File: config.mk
export PLATFORM = sky130hd
export DESIGN_NAME = nmea_sentence_validator
export DESIGN_NICKNAME = d
export VERILOG_FILES = /design/src/rtl/nsv_pkg.sv /design/src/rtl/nsv_core.sv /design/src/rtl/nsv_out.sv /design/src/rtl/nmea_sentence_validator.sv
export SDC_FILE = /design/constraint.sdc
export NUM_CORES = 1
export LEC_CHECK = 0
export BUFFER_PORTS_ARGS = -buffer_cell sky130_fd_sc_hd__buf_2
export CAP_MARGIN = 20
export CORE_UTILIZATION = 30
export DETAILED_ROUTE_END_ITERATION = 16
export PLACE_DENSITY = 0.6
export SETUP_SLACK_MARGIN = 0.1
export SYNTH_ARGS = -nofsm -noshare
export SYNTH_HDL_FRONTEND = slang
export SYNTH_HIERARCHICAL = 1
export SYNTH_SLANG_ARGS = --single-unit
File: constraint.sdc
create_clock -name clock -period 4.35 [get_ports clock]
set_clock_uncertainty 0.05 [all_clocks]
set_input_delay 0.6525 -clock clock [delete_from_list [all_inputs] [get_ports clock]]
set_output_delay 0.6525 -clock clock [all_outputs]
set_load 0.02 [all_outputs]
File: src/rtl/nsv_pkg.sv
package nsv_pkg;

   localparam int unsigned PhaseWidth = 2;
   localparam logic [PhaseWidth-1:0] PH_IDLE = 2'd0;
   localparam logic [PhaseWidth-1:0] PH_BODY = 2'd1;
   localparam logic [PhaseWidth-1:0] PH_HEX1 = 2'd2;
   localparam logic [PhaseWidth-1:0] PH_HEX2 = 2'd3;

   localparam logic [2:0] CAUSE_NONE     = 3'd0;
   localparam logic [2:0] CAUSE_UNKNOWN  = 3'd1;
   localparam logic [2:0] CAUSE_MISMATCH = 3'd2;
   localparam logic [2:0] CAUSE_BADHEX   = 3'd3;
   localparam logic [2:0] CAUSE_OVERLONG = 3'd4;

   localparam logic [1:0] KIND_INVALID = 2'd0;
   localparam logic [1:0] KIND_GLL     = 2'd1;
   localparam logic [1:0] KIND_GSA     = 2'd2;
   localparam logic [1:0] KIND_ZDA     = 2'd3;

   localparam logic [23:0] TYPE_GLL = 24'h474C4C;
   localparam logic [23:0] TYPE_GSA = 24'h475341;
   localparam logic [23:0] TYPE_ZDA = 24'h5A4441;

   localparam logic [7:0] CHAR_DOLLAR = 8'h24;
   localparam logic [7:0] CHAR_STAR   = 8'h2A;

   localparam logic [7:0] MAX_LENGTH_RESET = 8'd82;

   localparam logic [1:0] ADDR_MAX_LENGTH = 2'd0;

   typedef struct packed {
      logic [1:0] sentence_kind;
      logic [2:0] error_cause;
      logic [7:0] computed_checksum;
      logic [7:0] received_checksum;
   } nsv_result_type;

   // Returns {digit_ok, nibble}; a character that is not a hex digit gives nibble zero.
   function automatic logic [4:0] hex_decode(input logic [7:0] b);
      logic [7:0] d;
      logic [4:0] r;
      d = 8'd0;
      r = 5'd0;
      if (b >= 8'h30 && b <= 8'h39) begin
         d = b - 8'd48;
         r = {1'b1, d[3:0]};
      end else if (b >= 8'h61 && b <= 8'h66) begin
         d = b - 8'd87;
         r = {1'b1, d[3:0]};
      end else if (b >= 8'h41 && b <= 8'h46) begin
         d = b - 8'd55;
         r = {1'b1, d[3:0]};
      end
      return r;
   endfunction

endpackage

File: src/rtl/nsv_core.sv
module nsv_core (
   input  logic                    clock,
   input  logic                    reset,
   input  logic                    byte_valid,
   input  logic [7:0]              data_byte,
   input  logic [7:0]              max_length,
   output logic                    result_valid,
   output nsv_pkg::nsv_result_type result
);
   import nsv_pkg::*;

   logic [PhaseWidth-1:0] phase_ff, phase_in;
   logic [7:0]            position_ff, position_in;
   logic [7:0]            xor_ff, xor_in;
   logic [23:0]           type_ff, type_in;
   logic [3:0]            high_ff, high_in;
   logic                  hex_error_ff, hex_error_in;

   logic [4:0] hex;
   logic [7:0] rx;
   logic [1:0] kind;
   logic [2:0] cause;

   assign hex = hex_decode(data_byte);
   assign rx  = {high_ff, hex[3:0]};

   always_comb begin
      priority if (type_ff == TYPE_GLL) begin
         kind = KIND_GLL;
      end else if (type_ff == TYPE_GSA) begin
         kind = KIND_GSA;
      end else if (type_ff == TYPE_ZDA) begin
         kind = KIND_ZDA;
      end else begin
         kind = KIND_INVALID;
      end
      priority if (kind == KIND_INVALID) begin
         cause = CAUSE_UNKNOWN;
      end else if (hex_error_ff || !hex[4]) begin
         cause = CAUSE_BADHEX;
      end else if (rx != xor_ff) begin
         cause = CAUSE_MISMATCH;
      end else begin
         cause = CAUSE_NONE;
      end
   end

   always_comb begin
      phase_in     = phase_ff;
      position_in  = position_ff;
      xor_in       = xor_ff;
      type_in      = type_ff;
      high_in      = high_ff;
      hex_error_in = hex_error_ff;
      result_valid = 1'b0;
      result       = '0;
      result.computed_checksum = xor_ff;
      if (byte_valid) begin
         if (data_byte == CHAR_DOLLAR) begin
            phase_in     = PH_BODY;
            position_in  = 8'd0;
            xor_in       = 8'd0;
            type_in      = 24'd0;
            high_in      = 4'd0;
            hex_error_in = 1'b0;
         end else begin
            unique case (phase_ff)
               PH_IDLE: begin
               end
               PH_BODY: begin
                  if (data_byte == CHAR_STAR) begin
                     phase_in = PH_HEX1;
                  end else if (position_ff >= max_length) begin
                     phase_in           = PH_IDLE;
                     result_valid       = 1'b1;
                     result.error_cause = CAUSE_OVERLONG;
                  end else begin
                     xor_in = xor_ff ^ data_byte;
                     if (position_ff >= 8'd2 && position_ff <= 8'd4) begin
                        type_in = {type_ff[15:0], data_byte};
                     end
                     position_in = position_ff + 8'd1;
                  end
               end
               PH_HEX1: begin
                  high_in      = hex[3:0];
                  hex_error_in = !hex[4];
                  phase_in     = PH_HEX2;
               end
               PH_HEX2: begin
                  phase_in     = PH_IDLE;
                  hex_error_in = hex_error_ff || !hex[4];
                  result_valid = 1'b1;
                  result.sentence_kind     = (cause == CAUSE_NONE) ? kind : KIND_INVALID;
                  result.error_cause       = cause;
                  result.received_checksum = rx;
               end
            endcase
         end
      end
   end

   always_ff @(posedge clock) begin
      if (reset) begin
         phase_ff     <= PH_IDLE;
         position_ff  <= 8'd0;
         xor_ff       <= 8'd0;
         type_ff      <= 24'd0;
         high_ff      <= 4'd0;
         hex_error_ff <= 1'b0;
      end else begin
         phase_ff     <= phase_in;
         position_ff  <= position_in;
         xor_ff       <= xor_in;
         type_ff      <= type_in;
         high_ff      <= high_in;
         hex_error_ff <= hex_error_in;
      end
   end

endmodule

File: src/rtl/nsv_out.sv
module nsv_out (
   input  logic                    clock,
   input  logic                    reset,
   input  logic                    result_valid,
   input  nsv_pkg::nsv_result_type result,
   output logic                    full,
   output logic                    rsp_valid,
   input  logic                    rsp_stall,
   output nsv_pkg::nsv_result_type rsp_result
);
   import nsv_pkg::*;

   logic           out_valid_ff, out_valid_in;
   logic           skid_valid_ff, skid_valid_in;
   nsv_result_type out_ff, out_in;
   nsv_result_type skid_ff, skid_in;
   logic           take;

   assign take       = out_valid_ff && !rsp_stall;
   assign full       = skid_valid_ff;
   assign rsp_valid  = out_valid_ff;
   assign rsp_result = out_ff;

   always_comb begin
      out_valid_in  = out_valid_ff;
      skid_valid_in = skid_valid_ff;
      out_in        = out_ff;
      skid_in       = skid_ff;
      if (skid_valid_ff) begin
         if (take) begin
            out_in        = skid_ff;
            out_valid_in  = 1'b1;
            skid_valid_in = 1'b0;
         end
      end else if (!out_valid_ff || take) begin
         out_in       = result;
         out_valid_in = result_valid;
      end else if (result_valid) begin
         skid_in       = result;
         skid_valid_in = 1'b1;
      end
   end

   always_ff @(posedge clock) begin
      if (reset) begin
         out_valid_ff  <= 1'b0;
         skid_valid_ff <= 1'b0;
      end else begin
         out_valid_ff  <= out_valid_in;
         skid_valid_ff <= skid_valid_in;
      end
      out_ff  <= out_in;
      skid_ff <= skid_in;
   end

endmodule

File: src/rtl/nmea_sentence_validator.sv
// NMEA 0183 sentence checker. It takes one received byte per transaction and gives one
// verdict for each sentence that opens with '$' and ends in '*' and two bytes or runs
// over the length limit: the type (GLL, GSA or ZDA), an error cause, the XOR of the body
// bytes and the two-digit checksum that followed '*'. A byte is taken in every cycle while
// req_stall is low; a two-entry output buffer lets bytes keep flowing while one verdict
// waits, and req_stall rises only once both entries are held. max_sentence_length sits at
// address 0 of the register port and is to be written only while no verdict is pending.
module nmea_sentence_validator (
   input  logic        clock,
   input  logic        reset,
   input  logic        req_valid,
   output logic        req_stall,
   input  logic [7:0]  req_data_byte,
   output logic        rsp_valid,
   input  logic        rsp_stall,
   output logic [1:0]  rsp_sentence_kind,
   output logic [2:0]  rsp_error_cause,
   output logic [7:0]  rsp_computed_checksum,
   output logic [7:0]  rsp_received_checksum,
   input  logic        psel,
   input  logic        penable,
   input  logic        pwrite,
   input  logic [1:0]  paddr,
   input  logic [31:0] pwdata,
   output logic [31:0] prdata,
   output logic        pready
);
   import nsv_pkg::*;

   logic [7:0]     max_length_ff;
   logic           accept;
   logic           core_valid;
   nsv_result_type core_result;
   nsv_result_type out_result;

   assign pready = 1'b1;
   assign prdata = {24'd0, max_length_ff};
   assign accept = req_valid && !req_stall;

   always_ff @(posedge clock) begin
      if (reset) begin
         max_length_ff <= MAX_LENGTH_RESET;
      end else if (psel && penable && pwrite && paddr == ADDR_MAX_LENGTH) begin
         max_length_ff <= pwdata[7:0];
      end
   end

   nsv_core u_core (
      .clock        (clock),
      .reset        (reset),
      .byte_valid   (accept),
      .data_byte    (req_data_byte),
      .max_length   (max_length_ff),
      .result_valid (core_valid),
      .result       (core_result)
   );

   nsv_out u_out (
      .clock        (clock),
      .reset        (reset),
      .result_valid (core_valid),
      .result       (core_result),
      .full         (req_stall),
      .rsp_valid    (rsp_valid),
      .rsp_stall    (rsp_stall),
      .rsp_result   (out_result)
   );

   assign rsp_sentence_kind     = out_result.sentence_kind;
   assign rsp_error_cause       = out_result.error_cause;
   assign rsp_computed_checksum = out_result.computed_checksum;
   assign rsp_received_checksum = out_result.received_checksum;

endmodule

======== Word-level counts from Yosys, hierarchy flattened ========
Cells that the tools add are included.
operators by class
  $add $sub $neg .......................... 4
  magnitude comparators ................... 9
  equality and inequality tests ........... 13
  muxes and demuxes ....................... 55
  bitwise logic cells ..................... 3
  reduce and logical (&&, ||, !) cells .... 31
operators by type and width
  kind                                                               number
  two-way mux 24 bit                                                 5
  two-way mux 8 bit                                                  11
  equality test 24 x 23 -> 1 bit, second input constant              3
  two-way mux 21 bit                                                 3
  two-way mux 5 bit                                                  5
  two-way mux 2 bit                                                  9
  equality test 8 x 6 -> 1 bit, second input constant                2
  greater-or-equal comparator 8 x 7 -> 1 bit, second input constant  2
  <= comparator 8 x 7 -> 1 bit, second input constant                2
  two-way mux 1 bit                                                  12
  two-way mux 3 bit                                                  4
  logical AND 1 bit                                                  9
  adder 8 x 1 -> 8 bit, second input constant                        1
  greater-or-equal comparator 8 x 2 -> 1 bit, second input constant  1
  greater-or-equal comparator 8 x 6 -> 1 bit, second input constant  1
  greater-or-equal comparator 8 bit                                  1
  <= comparator 8 x 3 -> 1 bit, second input constant                1
  <= comparator 8 x 6 -> 1 bit, second input constant                1
  two-way mux 4 bit                                                  2
  inequality test 8 bit                                              1
  nonzero test 2 bit                                                 4
  subtractor 4 x 3 -> 4 bit, second input constant                   2
  XOR 8 bit                                                          1
  case mux 2 bit (3 select lines)                                    1
  other kinds (19)                                                   31
storage, ports and cells
  flip-flop bits (word level) ............. 99
  output and inout bits ................... 56
  word-level logic and storage cells ...... 132

======== Depth between registers and ports, before layout ========
  depth after elaboration ................. 16
  mapped depth ............................ 9
  mapped depth without buffers ............ 9

======== Modules after synthesis ========
The synthesis kept the hierarchy.
modules (own cells, without submodules)
  module                   instances  cells an instance  area each (µm²)
  nsv_core                 1          295                2,600.0
  nsv_out                  1          77                 1,702.9
  nmea_sentence_validator  1          64                 554.3

======== Worst setup path after synthesis ========
OpenSTA, ideal clock, no wires.
  path type ............................... input to register
  start ................................... input req_data_byte[0]
  end ..................................... register u_out/skid_ff[0] (netlist bit) (enable)
  library setup time ...................... 399 ps
  arrival time ............................ 2,803 ps
  data required time ...................... 3,901 ps
  path slack .............................. 1,098 ps
  cell stages on the path ................. 9
  cell sequence ........................... inv_1 ha_1 and3b_1 o21ai_0 nor2b_1 nor3b_1 or2_2 nand2b_1 nor2_1
between the ends
  longest elaborated chain between the ends .. 6
  elaborated cells between the ends (all ways) .. 7
RTL lines
  element                                 line                           text
  start: declaration                      nmea_sentence_validator.sv:13  input logic [7:0] req_data_byte,
  equality test 8 x 6 -> 1 bit            nsv_core.sv:71                 if (data_byte == CHAR_STAR) begin
  two-way mux 1 bit                       nsv_core.sv:71
  case mux 1 bit (2 select lines)         nsv_core.sv:67                 unique case (phase_ff)
  two-way mux 1 bit *                     nsv_core.sv:59                 if (data_byte == CHAR_DOLLAR) begin
  two-way mux 1 bit *                     nsv_core.sv:58                 if (byte_valid) begin
  named net core_valid                    nmea_sentence_validator.sv:32  logic core_valid;
  AND reduction 3 bit (no source line) *  -
  end signal: assignment                  nsv_out.sv:53                  skid_ff <= skid_in;
  end: declaration                        nsv_out.sv:16                  nsv_result_type skid_ff, skid_in;
Mark *: on every way through the listed nets, which the timed path passes. The rest lies on a longest branch.
A chain may end at the register's enable or synchronous reset.

======== Worst setup path in the final report ========
  start ................................... register u_core.position_ff[2]
  end ..................................... register u_core.position_ff[5]
between the ends
  longest elaborated chain between the ends .. 5
  elaborated cells between the ends (all ways) .. 8
RTL lines
  element                   line             text
  start: declaration        nsv_core.sv:13   logic [7:0] position_ff, position_in;
  start signal: assignment  nsv_core.sv:113  position_ff <= position_in;
  adder 8 x 1 -> 8 bit      nsv_core.sv:82   position_in = position_ff + 8'd1;
  two-way mux 8 bit         nsv_core.sv:73   end else if (position_ff >= max_length) begin
  two-way mux 8 bit         nsv_core.sv:71
  two-way mux 8 bit         nsv_core.sv:67
  two-way mux 8 bit         nsv_core.sv:59
Parallel ways exist; a longest one is shown, timed or not. The select of a mux whose other input is x is not followed.

==> impl_results.md <==
- PostCTS Resize Cnt: 0
- CP max stage cell: a211oi_2
- RSZ-0062 raised after global routing: false
- Peak supply drop: 0.1651 mV
- Gate count of the mapped netlist: 436
- Rows: 46
- Area grow syn2layout: 13.03%
- Final Max Tran Viols: 0
- Slew HR: 42.91%
- Final Hold Viols: 0
- HP Class: register to register
- Diode count: 0
- H-tree Lvls: 3
- Io pins: 105
- Crit path launch type: register
- Start point of the critical path: u_core/position_ff[2]
- Worst flop-to-flop path startpoint: u_core/position_ff[2]
- Total global routing overflow: 0
- Critical Path AT: 3.28 ns
- Outcome: complete, no violations
- Worst path cell trace: ha_1, a211oi_1, o21ai_1, a211oi_2, o21ai_2, or4_1, a21oi_1
- Worst-margin pin slew: 0.8548 ns
- Detailed-route DRC error count: 0
- First-pass GRT wire length: 15420 um
- GPL Wtd Cong: 0.8009
- 1st-iter DRT viols: 193
- Ys flop type: dfxtp_1
- Minimum clock period: 3.058 ns
- WS Path Type: register to register
- M3 GR Usage: 2.766%
- Busiest layer in global routing: met2
- Critical path required time: 4.57 ns
- Setup bufs post-CTS: 0
- Total wire length: 9274 um
- Clock-pin slew on the worst setup and hold paths: 0.07 ns
- Crit Path Max Fanout: 13
- WL per Instance: 13.12 um
- Post-detail-place hpwl: 6927 um
- Fillers: 1620
- Worst setup path end: u_core/position_ff[5]
- Clk root buf: clkbuf_16
- Clock buffer depth: 2
- Buf/Inv on CP: 0
- Core region area: 15830 sq um
- Clock tree sinks: 99
- Met1 Track Usage GR: 13.67%
- CTS tree: done
- Vias/cell: 4.608
- Final Cycle Share: 70.30%
- Die ar.: 16700 sq um
- Post-synthesis sequential area ratio: 49.46%
- Clock latency at the later pin of the worst-skew pair: 0.35 ns
- Fmax: 327.0 MHz
- Ys Warns: 6
- Post-CTS Hold Fix Bufs: 0
- Top Family by Delay on Critical Path: compound AO/OA/AOI/OAI gates
- Avg Synthesized Cell Area: 11.14 sq um
- Vias in the first global route: 3203
- Slowest stage delay, CP: 0.76 ns
- Final Setup Violations: 0
- Grt met2 use: 20.62%
- Fin nets: 549
- Netlist Area Pre-Place: 4857 sq um
- Synth unique cells: 56
- Fraction of final layout cells sized beyond drive strength 1: 22.00%
- GRT Total Usage: 11.74%
- Die H: 129.2 um
- FF+latch count, synth: 99
- Setup TNS: 0 ns
- Via count: 3258
- Worst reg2reg path depth: 7
- Starting Density: 30.69%
- Reg-to-Reg End: u_core/position_ff[5]
- Port Buffers: 55
- Num CTS Buffers: 9
- Largest net degree at the start of global routing: 38
- LEAKAGE: 2.113 nW
- R2R setup slack: 1.29 ns
- Die W: 129.2 um
- PD cells: 327.4 nW/um^2
- Number of synthesized flops with an enable pin: 42
- Initial antenna violation count: 0
- DRT Pass-1 Iters: 4
- Async S/R FF share, synth: 0%
- Total power: 0.001797 W
- Max-cap violations: 0
- Post-DRT Antenna Nets: 0
- Worst setup EP type: register
- Critical Path Stages: 7
==> cells by family after synthesis <==
kind of cell	count (synthesis)	share of synthesized area, %
AOI/OAI and AO/OA	82	12.13
xor gates and xnor gates	18	3.246
adders and majority gates	14	3.606
buffers and inverters	59	7.934
DFF	99	49.46
muxes	32	8.449
other	2	0.1546
and+or+nand+nor	130	15.02
==> stage by stage <==
stage | cell area [sq um] | instances | hold WS, ns | setup WS [ns] | util [%]
after global routing | 5490 | 707 | 0.4424 | 0.9878 | 34.69
after CTS | 5490 | 707 | 0.4271 | 1.286 | 34.69
final | 5490 | 707 | 0.4217 | 1.292 | 34.69
after floorplan | 4943 | 459 | 0.3913 | 1.098 | -
after detailed placement | 5207 | 691 | 0.4027 | 1.128 | 32.90
after global placement | 5207 | 691 | 0.4079 | 1.258 | 32.90
==> how the worst min path moves through the flow <==
stage | endpoint | startpoint | depth (start not counted)
2_1_floorplan | u_core/type_ff[22] | u_core/type_ff[22] | 1
3_3_place_gp | u_core/type_ff[21] | u_core/type_ff[21] | 1
5_1_grt | u_core/type_ff[15] | u_core/type_ff[7] | 1
3_5_place_dp | u_core/type_ff[15] | u_core/type_ff[7] | 1
6_report | u_core/type_ff[15] | u_core/type_ff[7] | 1
4_1_cts | u_core/type_ff[15] | u_core/type_ff[7] | 1
==> Yosys cell counts, drive strengths merged (2+ instances only) <==
cell / instances / area [sq um]
dfxtp: 57 / 1141
edfxtp: 42 / 1261
buf: 36 / 299.0
nor2: 34 / 127.6
a21oi: 22 / 117.6
mux2: 21 / 300.3
a22o: 20 / 175.2
nand2b: 19 / 118.9
nand2: 16 / 60.06
inv: 15 / 56.30
ha: 14 / 175.2
o21ai: 12 / 67.56
mux2i: 11 / 110.1
o211ai: 10 / 75.07
xor2: 10 / 87.58
and2: 8 / 50.05
clkbuf: 8 / 30.03
xnor2: 8 / 70.07
nand3: 7 / 35.03
nor4: 7 / 50.05
nor2b: 6 / 37.54
nand4: 5 / 31.28
nor3: 5 / 25.02
nor3b: 4 / 30.03
o32ai: 4 / 35.03
and3b: 3 / 26.28
nor4b: 3 / 32.53
o31ai: 3 / 22.52
or3: 3 / 18.77
or4: 3 / 22.52
a211oi: 2 / 20.02
a21o: 2 / 15.01
conb: 2 / 7.510
nand4b: 2 / 17.52
or4b: 2 / 20.02
==> power by group <==
group	internal [W]	total [W]	switching [W]
logic	0.0000223	0.0000776	0.0000553
registers	0.000961	0.000962	0.00000110
clock network	0.000398	0.000758	0.000360
total	0.00138	0.00180	0.000417
==> sequential cells by signal, summed over array words and instances, names as in the netlist <==
register             cells
u_core/hex_error_ff      1
u_out/rsp_valid          1
u_out/skid_ff           21
u_core/position_ff       8
u_core/phase_ff          2
u_core/type_ff          24
max_length_ff            8
u_core/xor_ff            8
u_out/full               1
u_core/high_ff           4
u_out/rsp_result        21
==> placed cells by master (no fill, tap or decap), types with 4 or more instances in the layout <==
cell type  count
xnor2_1        8
nand2b_1      19
buf_2         55
buf_4          5
nor4_1         6
nand4_1        5
edfxtp_1      42
nor3_1         5
mux2_2         4
mux2i_1       10
nor2b_1        6
nor2_1        34
o211ai_1      10
conb_1        25
ha_1          14
a22o_1        20
o32ai_1        4
xor2_1        10
nand2_1       16
nand3_1        7
a21oi_1       20
o21ai_0        9
and2_1         8
dfxtp_1       57
inv_1         15
mux2_4        17
clkbuf_16      9
nor3b_1        4
==> cell type report <==
| type | count | area [sq um] | share of cell area, % |
|---|---|---|---|
| inverter | 15 | 56.30 | 1.026 |
| sequential | 99 | 2402 | 43.76 |
| clock inverter | 7 | 57.56 | 1.048 |
| timing repair buffer | 60 | 312.8 | 5.697 |
| multi-input combinational | 301 | 2166 | 39.45 |
| tap | 216 | 270.3 | 4.923 |
| clock buffer | 9 | 225.2 | 4.102 |
==> routing by layer <==
| metal | vias up | share of wire (%) |
|---|---|---|
| met2 | 65 | 49 |
| li1 | 1636 | - |
| met4 | 0 | 1.8 |
| met5 | - | 0 |
| met3 | 14 | 4.4 |
| met1 | 1543 | 44 |
Power figures use the tool's default switching activity.
